**src/rtl/core/lsbp_pkg.sv**
```systemverilog
// shared constants and types of the lsb-first bit packer
`timescale 1ns / 1ps
package lsbp_pkg;

  localparam int MAX_FIELD_BITS = 64;
  localparam int FIELD_W        = 64;
  localparam int COUNT_W        = 7;
  localparam int BYTE_W         = 8;
  localparam int PEND_W         = 7;
  localparam int HAVE_W         = 3;
  localparam int NBYTES_W       = 4;
  localparam int QUEUE_DEPTH    = 4;
  localparam int QPTR_W         = $clog2(QUEUE_DEPTH);
  localparam int QCNT_W         = $clog2(QUEUE_DEPTH + 1);

  localparam logic OP_APPEND = 1'b0;
  localparam logic OP_FLUSH  = 1'b1;

  // one queued request: up to eight finished bytes, earliest in the low byte
  typedef struct packed {
    logic [FIELD_W-1:0]  bytes;
    logic [NBYTES_W-1:0] nbytes;
  } lsbp_entry_t;

endpackage

```
**src/rtl/core/lsbp_front.sv**
```systemverilog
// front end: holds the partial byte and turns each request into whole bytes
`timescale 1ns / 1ps
module lsbp_front (
  input  logic                         clk,
  input  logic                         rst_n,
  input  logic                         accept_i,
  input  logic                         op_i,
  input  logic [lsbp_pkg::FIELD_W-1:0] field_data_i,
  input  logic [lsbp_pkg::COUNT_W-1:0] bit_count_i,
  output logic                         push_o,
  output lsbp_pkg::lsbp_entry_t        entry_o
);
  import lsbp_pkg::*;

  localparam int COMB_W = FIELD_W + BYTE_W;

  logic [PEND_W-1:0]   pend_bits_r, pend_bits_nxt;
  logic [HAVE_W-1:0]   pend_cnt_r, pend_cnt_nxt;
  logic [COUNT_W-1:0]  cnt_sat;
  logic [FIELD_W-1:0]  data_mask;
  logic [FIELD_W-1:0]  data_masked;
  logic [COMB_W-1:0]   comb;
  logic [COMB_W-1:0]   comb_rest;
  logic [COUNT_W:0]    total;
  logic [NBYTES_W-1:0] n_app;

  always_comb begin
    if (bit_count_i > COUNT_W'(MAX_FIELD_BITS)) begin
      cnt_sat = COUNT_W'(MAX_FIELD_BITS);
    end else begin
      cnt_sat = bit_count_i;
    end
    if (cnt_sat >= COUNT_W'(FIELD_W)) begin
      data_mask = '1;
    end else begin
      data_mask = (FIELD_W'(1) << cnt_sat) - FIELD_W'(1);
    end
    data_masked = field_data_i & data_mask;
    comb  = {{(COMB_W-PEND_W){1'b0}}, pend_bits_r}
          | ({{BYTE_W{1'b0}}, data_masked} << pend_cnt_r);
    total = {{(COUNT_W+1-HAVE_W){1'b0}}, pend_cnt_r} + {1'b0, cnt_sat};
    n_app = total[NBYTES_W+2:3];
    comb_rest = comb >> {n_app, 3'b000};
  end

  always_comb begin
    pend_bits_nxt = pend_bits_r;
    pend_cnt_nxt  = pend_cnt_r;
    push_o        = 1'b0;
    entry_o.bytes = comb[FIELD_W-1:0];
    entry_o.nbytes = n_app;
    if (op_i == OP_FLUSH) begin
      entry_o.bytes  = {{(FIELD_W-PEND_W){1'b0}}, pend_bits_r};
      entry_o.nbytes = (pend_cnt_r != '0) ? NBYTES_W'(1) : '0;
    end
    if (accept_i) begin
      push_o = (entry_o.nbytes != '0);
      if (op_i == OP_FLUSH) begin
        pend_bits_nxt = '0;
        pend_cnt_nxt  = '0;
      end else begin
        pend_bits_nxt = comb_rest[PEND_W-1:0];
        pend_cnt_nxt  = total[HAVE_W-1:0];
      end
    end
  end

  always_ff @(posedge clk) begin
    if (!rst_n) begin
      pend_bits_r <= '0;
      pend_cnt_r  <= '0;
    end else begin
      pend_bits_r <= pend_bits_nxt;
      pend_cnt_r  <= pend_cnt_nxt;
    end
  end

endmodule

```
**src/rtl/core/lsbp_queue.sv**
```systemverilog
// short queue of byte groups between front and back
`timescale 1ns / 1ps
module lsbp_queue (
  input  logic                  clk,
  input  logic                  rst_n,
  input  logic                  push_i,
  input  lsbp_pkg::lsbp_entry_t entry_i,
  input  logic                  pop_i,
  output logic                  full_o,
  output logic                  valid_o,
  output lsbp_pkg::lsbp_entry_t entry_o
);
  import lsbp_pkg::*;

  lsbp_entry_t       mem_r [QUEUE_DEPTH];
  logic [QPTR_W-1:0] wr_ptr_r, wr_ptr_nxt;
  logic [QPTR_W-1:0] rd_ptr_r, rd_ptr_nxt;
  logic [QCNT_W-1:0] cnt_r, cnt_nxt;
  logic              do_push, do_pop;

  assign full_o  = (cnt_r == QCNT_W'(QUEUE_DEPTH));
  assign valid_o = (cnt_r != '0);
  assign entry_o = mem_r[rd_ptr_r];
  assign do_push = push_i && !full_o;
  assign do_pop  = pop_i && valid_o;

  always_comb begin
    wr_ptr_nxt = wr_ptr_r;
    rd_ptr_nxt = rd_ptr_r;
    cnt_nxt    = cnt_r;
    if (do_push) begin
      wr_ptr_nxt = (wr_ptr_r == QPTR_W'(QUEUE_DEPTH - 1)) ? '0 : wr_ptr_r + QPTR_W'(1);
    end
    if (do_pop) begin
      rd_ptr_nxt = (rd_ptr_r == QPTR_W'(QUEUE_DEPTH - 1)) ? '0 : rd_ptr_r + QPTR_W'(1);
    end
    if (do_push && !do_pop) begin
      cnt_nxt = cnt_r + QCNT_W'(1);
    end else if (!do_push && do_pop) begin
      cnt_nxt = cnt_r - QCNT_W'(1);
    end
  end

  always_ff @(posedge clk) begin
    if (do_push) begin
      mem_r[wr_ptr_r] <= entry_i;
    end
  end

  always_ff @(posedge clk) begin
    if (!rst_n) begin
      wr_ptr_r <= '0;
      rd_ptr_r <= '0;
      cnt_r    <= '0;
    end else begin
      wr_ptr_r <= wr_ptr_nxt;
      rd_ptr_r <= rd_ptr_nxt;
      cnt_r    <= cnt_nxt;
    end
  end

endmodule

```
**src/rtl/core/lsbp_back.sv**
```systemverilog
// back end: unloads one byte group a byte per cycle into the output register, while the receiver keeps popping
`timescale 1ns / 1ps
module lsbp_back (
  input  logic                        clk,
  input  logic                        rst_n,
  input  logic                        q_valid_i,
  input  lsbp_pkg::lsbp_entry_t       q_entry_i,
  output logic                        q_pop_o,
  input  logic                        pop_i,
  output logic                        empty_o,
  output logic [lsbp_pkg::BYTE_W-1:0] out_byte_o,
  output logic                        out_last_o
);
  import lsbp_pkg::*;

  logic [FIELD_W-1:0]  cur_data_r, cur_data_nxt;
  logic [NBYTES_W-1:0] cur_left_r, cur_left_nxt;
  logic                out_valid_r, out_valid_nxt;
  logic [BYTE_W-1:0]   out_byte_r, out_byte_nxt;
  logic                out_last_r, out_last_nxt;
  logic                emit, cur_done;

  assign empty_o    = !out_valid_r;
  assign out_byte_o = out_byte_r;
  assign out_last_o = out_last_r;

  always_comb begin
    emit     = (cur_left_r != '0) && (!out_valid_r || pop_i);
    cur_done = (cur_left_r == '0) || (emit && cur_left_r == NBYTES_W'(1));
    q_pop_o  = cur_done && q_valid_i;

    out_valid_nxt = out_valid_r;
    out_byte_nxt  = out_byte_r;
    out_last_nxt  = out_last_r;
    if (emit) begin
      out_valid_nxt = 1'b1;
      out_byte_nxt  = cur_data_r[BYTE_W-1:0];
      out_last_nxt  = (cur_left_r == NBYTES_W'(1));
    end else if (pop_i) begin
      out_valid_nxt = 1'b0;
    end

    cur_data_nxt = cur_data_r;
    cur_left_nxt = cur_left_r;
    if (q_pop_o) begin
      cur_data_nxt = q_entry_i.bytes;
      cur_left_nxt = q_entry_i.nbytes;
    end else if (emit) begin
      cur_data_nxt = cur_data_r >> BYTE_W;
      cur_left_nxt = cur_left_r - NBYTES_W'(1);
    end
  end

  always_ff @(posedge clk) begin
    out_byte_r <= out_byte_nxt;
    out_last_r <= out_last_nxt;
    cur_data_r <= cur_data_nxt;
  end

  always_ff @(posedge clk) begin
    if (!rst_n) begin
      out_valid_r <= 1'b0;
      cur_left_r  <= '0;
    end else begin
      out_valid_r <= out_valid_nxt;
      cur_left_r  <= cur_left_nxt;
    end
  end

endmodule

```
**src/rtl/core/lsb_first_bit_packer_core.sv**
```systemverilog
// top level of the lsb-first bit packer: front, queue and back wired together
//
//  channel   direction  handshake        payload
//  request   in         push / full      in_op, in_field_data, in_bit_count
//  byte      out        empty / pop      out_byte, out_last_of_item
//
// - a request is taken when push is high while full is low; up to eight bytes follow
// - bytes leave one per cycle while pop is held high, so a 64-bit append puts eight bytes on the output
// - the byte output port is the limit; the front keeps taking requests until the
//   four-entry byte-group queue fills
// - a held pop stall fills the output register, then the queue, then raises full
// - synchronous active-low reset empties the partial byte, the queue and the output
`timescale 1ns / 1ps
module lsb_first_bit_packer_core (
  input  logic                         clk,
  input  logic                         rst_n,
  input  logic                         push,
  output logic                         full,
  input  logic                         in_op,
  input  logic [lsbp_pkg::FIELD_W-1:0] in_field_data,
  input  logic [lsbp_pkg::COUNT_W-1:0] in_bit_count,
  output logic                         empty,
  input  logic                         pop,
  output logic [lsbp_pkg::BYTE_W-1:0]  out_byte,
  output logic                         out_last_of_item
);
  import lsbp_pkg::*;

  logic        accept;
  logic        f_push;
  lsbp_entry_t f_entry;
  logic        q_full;
  logic        q_valid;
  logic        q_pop;
  lsbp_entry_t q_entry;

  // request taken when the queue has room
  assign full   = q_full;
  assign accept = push && !q_full;

  // front: merge the new bits with the partial byte, split off whole bytes
  lsbp_front u_front (
    .clk          (clk),
    .rst_n        (rst_n),
    .accept_i     (accept),
    .op_i         (in_op),
    .field_data_i (in_field_data),
    .bit_count_i  (in_bit_count),
    .push_o       (f_push),
    .entry_o      (f_entry)
  );

  // decoupling queue, one entry per request that yields bytes
  lsbp_queue u_queue (
    .clk     (clk),
    .rst_n   (rst_n),
    .push_i  (f_push),
    .entry_i (f_entry),
    .pop_i   (q_pop),
    .full_o  (q_full),
    .valid_o (q_valid),
    .entry_o (q_entry)
  );

  // back: serialize the bytes, last byte of the request marked
  lsbp_back u_back (
    .clk        (clk),
    .rst_n      (rst_n),
    .q_valid_i  (q_valid),
    .q_entry_i  (q_entry),
    .q_pop_o    (q_pop),
    .pop_i      (pop),
    .empty_o    (empty),
    .out_byte_o (out_byte),
    .out_last_o (out_last_of_item)
  );

endmodule

```
**config.mk**
```make
export PLATFORM = sky130hd
export DESIGN_NAME = lsb_first_bit_packer_core
export DESIGN_NICKNAME = d
export VERILOG_FILES = /design/src/rtl/core/lsbp_pkg.sv /design/src/rtl/core/lsbp_front.sv /design/src/rtl/core/lsbp_queue.sv /design/src/rtl/core/lsbp_back.sv /design/src/rtl/core/lsb_first_bit_packer_core.sv
export SDC_FILE = /design/constraint.sdc
export NUM_CORES = 1
export LEC_CHECK = 0
export ABC_AREA = 1
export BUFFER_PORTS_ARGS = -buffer_cell sky130_fd_sc_hd__buf_2
export CORE_UTILIZATION = 55
export DETAILED_ROUTE_END_ITERATION = 8
export GPL_TIMING_DRIVEN = 0
export HOLD_SLACK_MARGIN = 0.12
export MAX_ROUTING_LAYER = met4
export PLACE_DENSITY_LB_ADDON = 0.3
export SLEW_MARGIN = 20
export SYNTH_ARGS = -nofsm -noshare
export SYNTH_HDL_FRONTEND = slang
export SYNTH_SLANG_ARGS = --single-unit
```
**constraint.sdc**
```tcl
create_clock -name clk -period 11.6 [get_ports clk]
set_input_delay 0 -clock clk [delete_from_list [all_inputs] [get_ports clk]]
set_output_delay 0 -clock clk [all_outputs]
set_load 0.02 [all_outputs]
```
### Yosys cells after proc, flatten, opt, wreduce, memory -nomap -nowiden

Memory sizes are Yosys's and may differ from the RTL's. A register that Yosys moved wholly into a read port is not among the register bits.
Index checks and enable logic that the tools add are counted.

* bits in registers: 95
* bits in latches: 0
* RAM bits: 272
* memory bits (read-only): 0
* input port bits: 76
* output and inout bits: 11
* logic and storage cells: 72
* memories: 1

* add/sub/neg operators: 7
* multiply operators: 0
* div/mod/pow operators: 0
* magnitude comparators: 2
* eq/ne operators: 4
* shift-type cells: 3
* multiplexer cells: 21
* bitwise gates (word level): 2
* reduce and logical (&&, ||, !) cells: 22

Memories
* u_queue.mem_r: depth 4, bits a word 68, rd ports 1, clocked after memory_dff 1, write ports 1, RTL line lsbp_queue.sv:15 `lsbp_entry_t mem_r [QUEUE_DEPTH];`

Operators with widths (number)
* two-way mux 64 bit: 3
* bitwise OR 7 x 72 -> 72 bit: 1
* left shift 64 x 3 -> 72 bit: 1
* right shift 72 x 7 -> 7 bit: 1
* two-way mux 68 bit: 1
* bitwise AND 64 bit: 1
* left shift 1 x 7 -> 64 bit, first input constant: 1
* subtractor 64 x 2 -> 64 bit, second input constant: 1
* two-way mux 7 bit: 2
* two-way mux 3 bit: 3
* logical AND 1 bit: 8
* two-way mux 2 bit: 4
* two-way mux 4 bit: 2
* nonzero test 4 bit: 2
* adder 3 x 7 -> 7 bit: 1
* greater-or-equal comparator 7 bit, second input constant: 1
* > comparator 7 bit, second input constant: 1
* two-way mux 1 bit: 6
* nonzero test 2 bit: 3
* nonzero test 3 bit: 2
* adder 2 x 1 -> 2 bit, second input constant: 2
* == test 2 bit, second input constant: 2
* == test 4 x 1 -> 1 bit, second input constant: 1
* zero test 1 bit: 4
* other kinds (6): 7

### Logic depth before layout (Yosys ltp)

* word-level depth: 16
* depth in mapped cells: 30
* depth with buffers taken out: 30

### Cells and area by module

Synthesis repeated with hierarchy kept, for this count alone.

* cells, all modules: 2433
* area, all modules: 20782.4 um^2

Modules (own cells, without submodules)
* lsbp_queue: instances 1, cells an instance 728, area an instance 10553.9 um^2, sequential area each 8348.0 um^2
* lsbp_front: instances 1, cells an instance 1375, area an instance 6871.6 um^2, sequential area each 200.2 um^2
* lsbp_back: instances 1, cells an instance 328, area an instance 3347.0 um^2, sequential area each 2292.2 um^2
* lsb_first_bit_packer_core: instances 1, cells an instance 2, area an instance 10.0 um^2, sequential area each 0.0 um^2

### Worst setup path after synthesis

Ideal clock, no wire load.

* path kind: register -> register
* from: reg u_front.pend_cnt_r[0]
* to: mem u_queue.mem_r[0][0] (netlist bit) (enable)
* setup time: 494 ps
* arrival: 4729 ps
* data required time: 11106 ps
* setup slack: 6376 ps
* cell stages (with the launch flop): 16
* path buffers: 1
* period minus slack after synthesis: 5224 ps
* cell sequence: dfxtp_1 -> clkbuf_1 -> inv_2 -> nor2_1 -> ha_1 -> or2_1 -> nand2_1 -> nand2_1 -> nand2_1 -> o21ai_0 -> nand2_1 -> inv_1 -> nor3_1 -> o21ai_1 -> nand2_2 -> nor2_1

RTL lines
* from (decl): RTL line lsbp_front.sv:18 `logic [HAVE_W-1:0] pend_cnt_r, pend_cnt_nxt;`
* from (signal assigned): RTL line lsbp_front.sv:74 `pend_cnt_r <= pend_cnt_nxt;`
* to (decl): RTL line lsbp_queue.sv:15

==> results by group <==
Logic synthesis
  – Synth Area in Compound Gates: 0.0983
  – Top post-synthesis cells by area: edfxtp_1, nor2_1, nand2_1
  – Ys Warns: 0
  – Count of different cell masters after synthesis: 58
  – Syn Nets: 2501
  – Largest area contributor in the netlist: edfxtp_1
  – Synth Area in XOR/XNOR: 0.00262
  – Synth Flop Type: edfxtp_1
  – Adder-cell share of the synthesized area: 0.00830
  – Register bit total from synthesis: 369
  – Cell Area, Synth: 20500 sq um
  – Simple-Gate Fraction of Synth Area: 0.307
  – Seq/Total Area, Yosys: 0.529
  – Synthesized area per cell: 8.50 sq um
  – Largest family of logic cells by synthesized area: simple AND/OR/NAND/NOR gates
  – Synth top area share: 0.505
  – EDFF count, synth: 345
  – Mux contribution to synthesized area: 0.000488
  – Cells after Synth: 2412
  – Post-synth ARST share: 0

Worst setup path
  – Crit. End Element: flip-flop
  – Critical path cell sequence: clkbuf_1 -> inv_2 -> nor2_1 -> ha_1 -> or2_1 -> nand2_1 -> nand2_1 -> nand2_1 -> o21ai_0 -> nand2_1 -> inv_1 -> nor3_1 -> o21ai_1 -> nand2_2 -> nor2_4 -> buf_16 -> buf_16
  – Top delay family on crit path: simple AND/OR/NAND/NOR gates
  – CP Launch Type: flip-flop
  – Max incr delay on CP: 680 ps
  – Slowest CP cell: nor2_4
  – Most used cell, CP: nand2_1
  – CP Buf/Inv Count: 5
  – Critical path data required time: 11820 ps
  – WS Path Type: reg -> reg
  – CP max FO: 20
  – Worst EP arrival: 4530 ps

Floorplanning
  – Core area: 36600 sq um
  – Initial core utilization: 0.560
  – Die W: 195 um
  – Die Y: 195 um
  – Ports: 87
  – Die ar.: 38100 sq um
  – Cell Rows: 70

CTS
  – Resized cells post-CTS: 0
  – Number of buffers created by CTS: 35
  – Root Driver: clkbuf_16
  – Sink Count: 369
  – CTS max path bufs: 3
  – Clock H-tree levels: 2
  – CTS tree: yes
  – Clock Latency Late Sink: 520 ps
  – Clk slew on worst S/H paths: 60 ps

Global route
  – Gr ovfl total: 0
  – Vias in the first global route: 18364
  – GR Util All Layers: 0.401
  – Largest net degree at the start of global routing: 35
  – First-pass GRT wire length: 110 mm
  – Initial antenna violation count: 0

Timing
  – Fin crit share: 0.372
  – Final setup viols: 0
  – Fin crit period: 4310 ps
  – Fmax: 232 MHz
  – Slew margin rel.: 0.313
  – Final Hold Viols: 0
  – Final max-slew violation count: 0
  – RSZ-0062 raised after global routing: false
  – Setup Total Neg Slack: 0 ps
  – Slew @ Worst Pin: 1020 ps
  – Worst setup margin: 7290 ps
  – Clk_skew: 10.2 ps

Power
  – Clock Power Share: 0.237
  – Switch share: 0.382
  – Switch Pwr: 0.00181 W
  – Logic pwr share: 0.361
  – Max rail drop VDD: 0.122 mV
  – Pwr Density: 205 nW/um^2
  – Int Power: 0.00292 W
  – Leakage power: 9.57 nW
  – Sequential fraction of design power: 0.402

Placement
  – DP Wirelength: 57.8 mm
  – Post-placement setup slack: 7430 ps
  – Routability cong.: 1.07
  – PortBufs: 84

Route
  – Router iterations before antenna repair: 8
  – Routed len/inst: 24.4 um
  – DR iter-0 viols: 2277
  – Via count: 18956
  – Routed wire length: 74.2 mm
  – DRC: 0
  – Post-DRT Antenna Nets: 0
  – Post-DR vias/cell: 6.22

Layout
  – Fin nets: 2641
  – Layout Area Growth over Synthesis: 12.4%
  – Fraction of final layout cells sized beyond drive strength 1: 0.116
  – Antenna diode count: 0

Run
  – # Max-Cap Violations: 0

Min path
  – Hold crit path type: in -> reg

Status
  – Status: finished clean
[cell type report]
cell class / instances / area, sq um
fillers: 3053 / 13600
multi-input cells: 1770 / 8570
plain buffers: 135 / 607
clock inverters: 21 / 181
repair buffers: 103 / 793
well taps: 468 / 586
inverters: 138 / 526
flip-flops and latches: 369 / 10800
clock buffers: 42 / 945
[state kept, by name, indices dropped and copies added (netlist names), named ones only]
| name | cells |
|---|---|
| u_front.pend_cnt_r | 3 |
| u_queue.cnt_r | 3 |
| u_queue.wr_ptr_r | 2 |
| u_back.out_valid_r | 1 |
| u_back.cur_left_r | 4 |
| u_queue.rd_ptr_r | 2 |
| u_back.cur_data_r | 64 |
| u_back.out_last_o | 1 |
| u_back.out_byte_o | 8 |
| u_front.pend_bits_r | 7 |
| u_queue.mem_r | 272 |
[metal layers]
layer | up-vias | track usage | routed length, um
li1 | 8637 | - | -
met1 | 8840 | 0.479 | 27500
met2 | 1222 | 0.658 | 35500
met3 | 257 | 0.0432 | 6560
met4 | 0 | 0.241 | 4730
met5 | - | - | 0
[Yosys cell counts (5+ instances only)]
library cell / n
nor2_1: 480
nand2_1: 427
edfxtp_1: 345
nand3_1: 310
o21ai_0: 182
inv_1: 115
clkbuf_1: 77
nand4_1: 69
a31oi_1: 63
a21oi_1: 58
buf_1: 25
dfxtp_1: 24
buf_2: 22
nand2_2: 20
inv_2: 17
nor2_2: 14
nor2_4: 14
o21ai_1: 13
ha_1: 12
o211ai_1: 12
nand3_2: 11
nor3_1: 10
nand4_2: 7
nand2_4: 6
buf_4: 5
buf_6: 5
nand3b_1: 5
o21bai_1: 5
or2_1: 5
[placed cells by master, fill, tap and decap left out, types with 12 or more instances in the layout]
master     instances
a31oi_1           63
o21ai_0          182
edfxtp_1         345
inv_2             17
a21oi_1           58
nand2_2           20
nor2_4            18
nor2_1           476
o21ai_1           13
dfxtp_1           24
buf_1             25
clkbuf_16         37
nor2_2            14
o211ai_1          12
nand2_1          427
inv_1            114
nand3_1          310
nand4_1           69
buf_2            106
clkbuf_1          82
ha_1              12
[power groups by stage]
stage | registers, W | clock network, W | logic [W]
after global placement | 0.00194 | 0 | 0.00156
after CTS | 0.00190 | 0.00112 | 0.00166
final | 0.00190 | 0.00112 | 0.00171
after floorplan | 0.00193 | 0 | 0.00101
after detailed placement | 0.00193 | 0 | 0.00164
after global routing | 0.00192 | 0.00117 | 0.00184
[worst paths after layout]
path                                 startpoint                                 end  slack [ps]  cells after the start
max reg2reg  u_front.pend_cnt_r[0]$_SDFFE_PN0P_      u_queue.mem_r[3][44]$_DFFE_PP_        7290                     17
min reg2reg      u_back.cur_data_r[3]$_DFFE_PP_      u_back.out_byte_o[3]$_DFFE_PP_         420                      0
min                             in_bit_count[6]  u_front.pend_cnt_r[0]$_SDFFE_PN0P_         160                      5
max          u_front.pend_cnt_r[0]$_SDFFE_PN0P_      u_queue.mem_r[3][44]$_DFFE_PP_        7290                     17
[per-stage QoR]
step	power, W	utilization	hold WS [ps]	cell area (sq um)	std cells
detailed placement	0.00357	0.597	373	21900	2977
global placement	0.00350	0.588	365	21500	2964
global route	0.00493	0.630	154	23100	3046
CTS	0.00469	0.629	140	23000	3046
floorplan	0.00294	-	250	20500	2412
finish	0.00473	0.630	159	23100	3046
[tightest hold or removal path: stages]
cell,delay (ps)
buf_6,150
nand2_1,100
nand2_1,120
o21ai_0,90
and3_1,180
[cells by family after synthesis]
logic type / after synthesis
flops: 369
fa+ha+maj: 13
compound gates: 359
simple gates: 1393
buf+inv: 273
xor+xnor: 4
mux: 1
[timing repair]
action	in CTS	in global routing
buffers inserted	0	0
hold buffers	6	0
hold endpoints to repair	19	0
No activity file was read; power rests on OpenSTA's default activity.
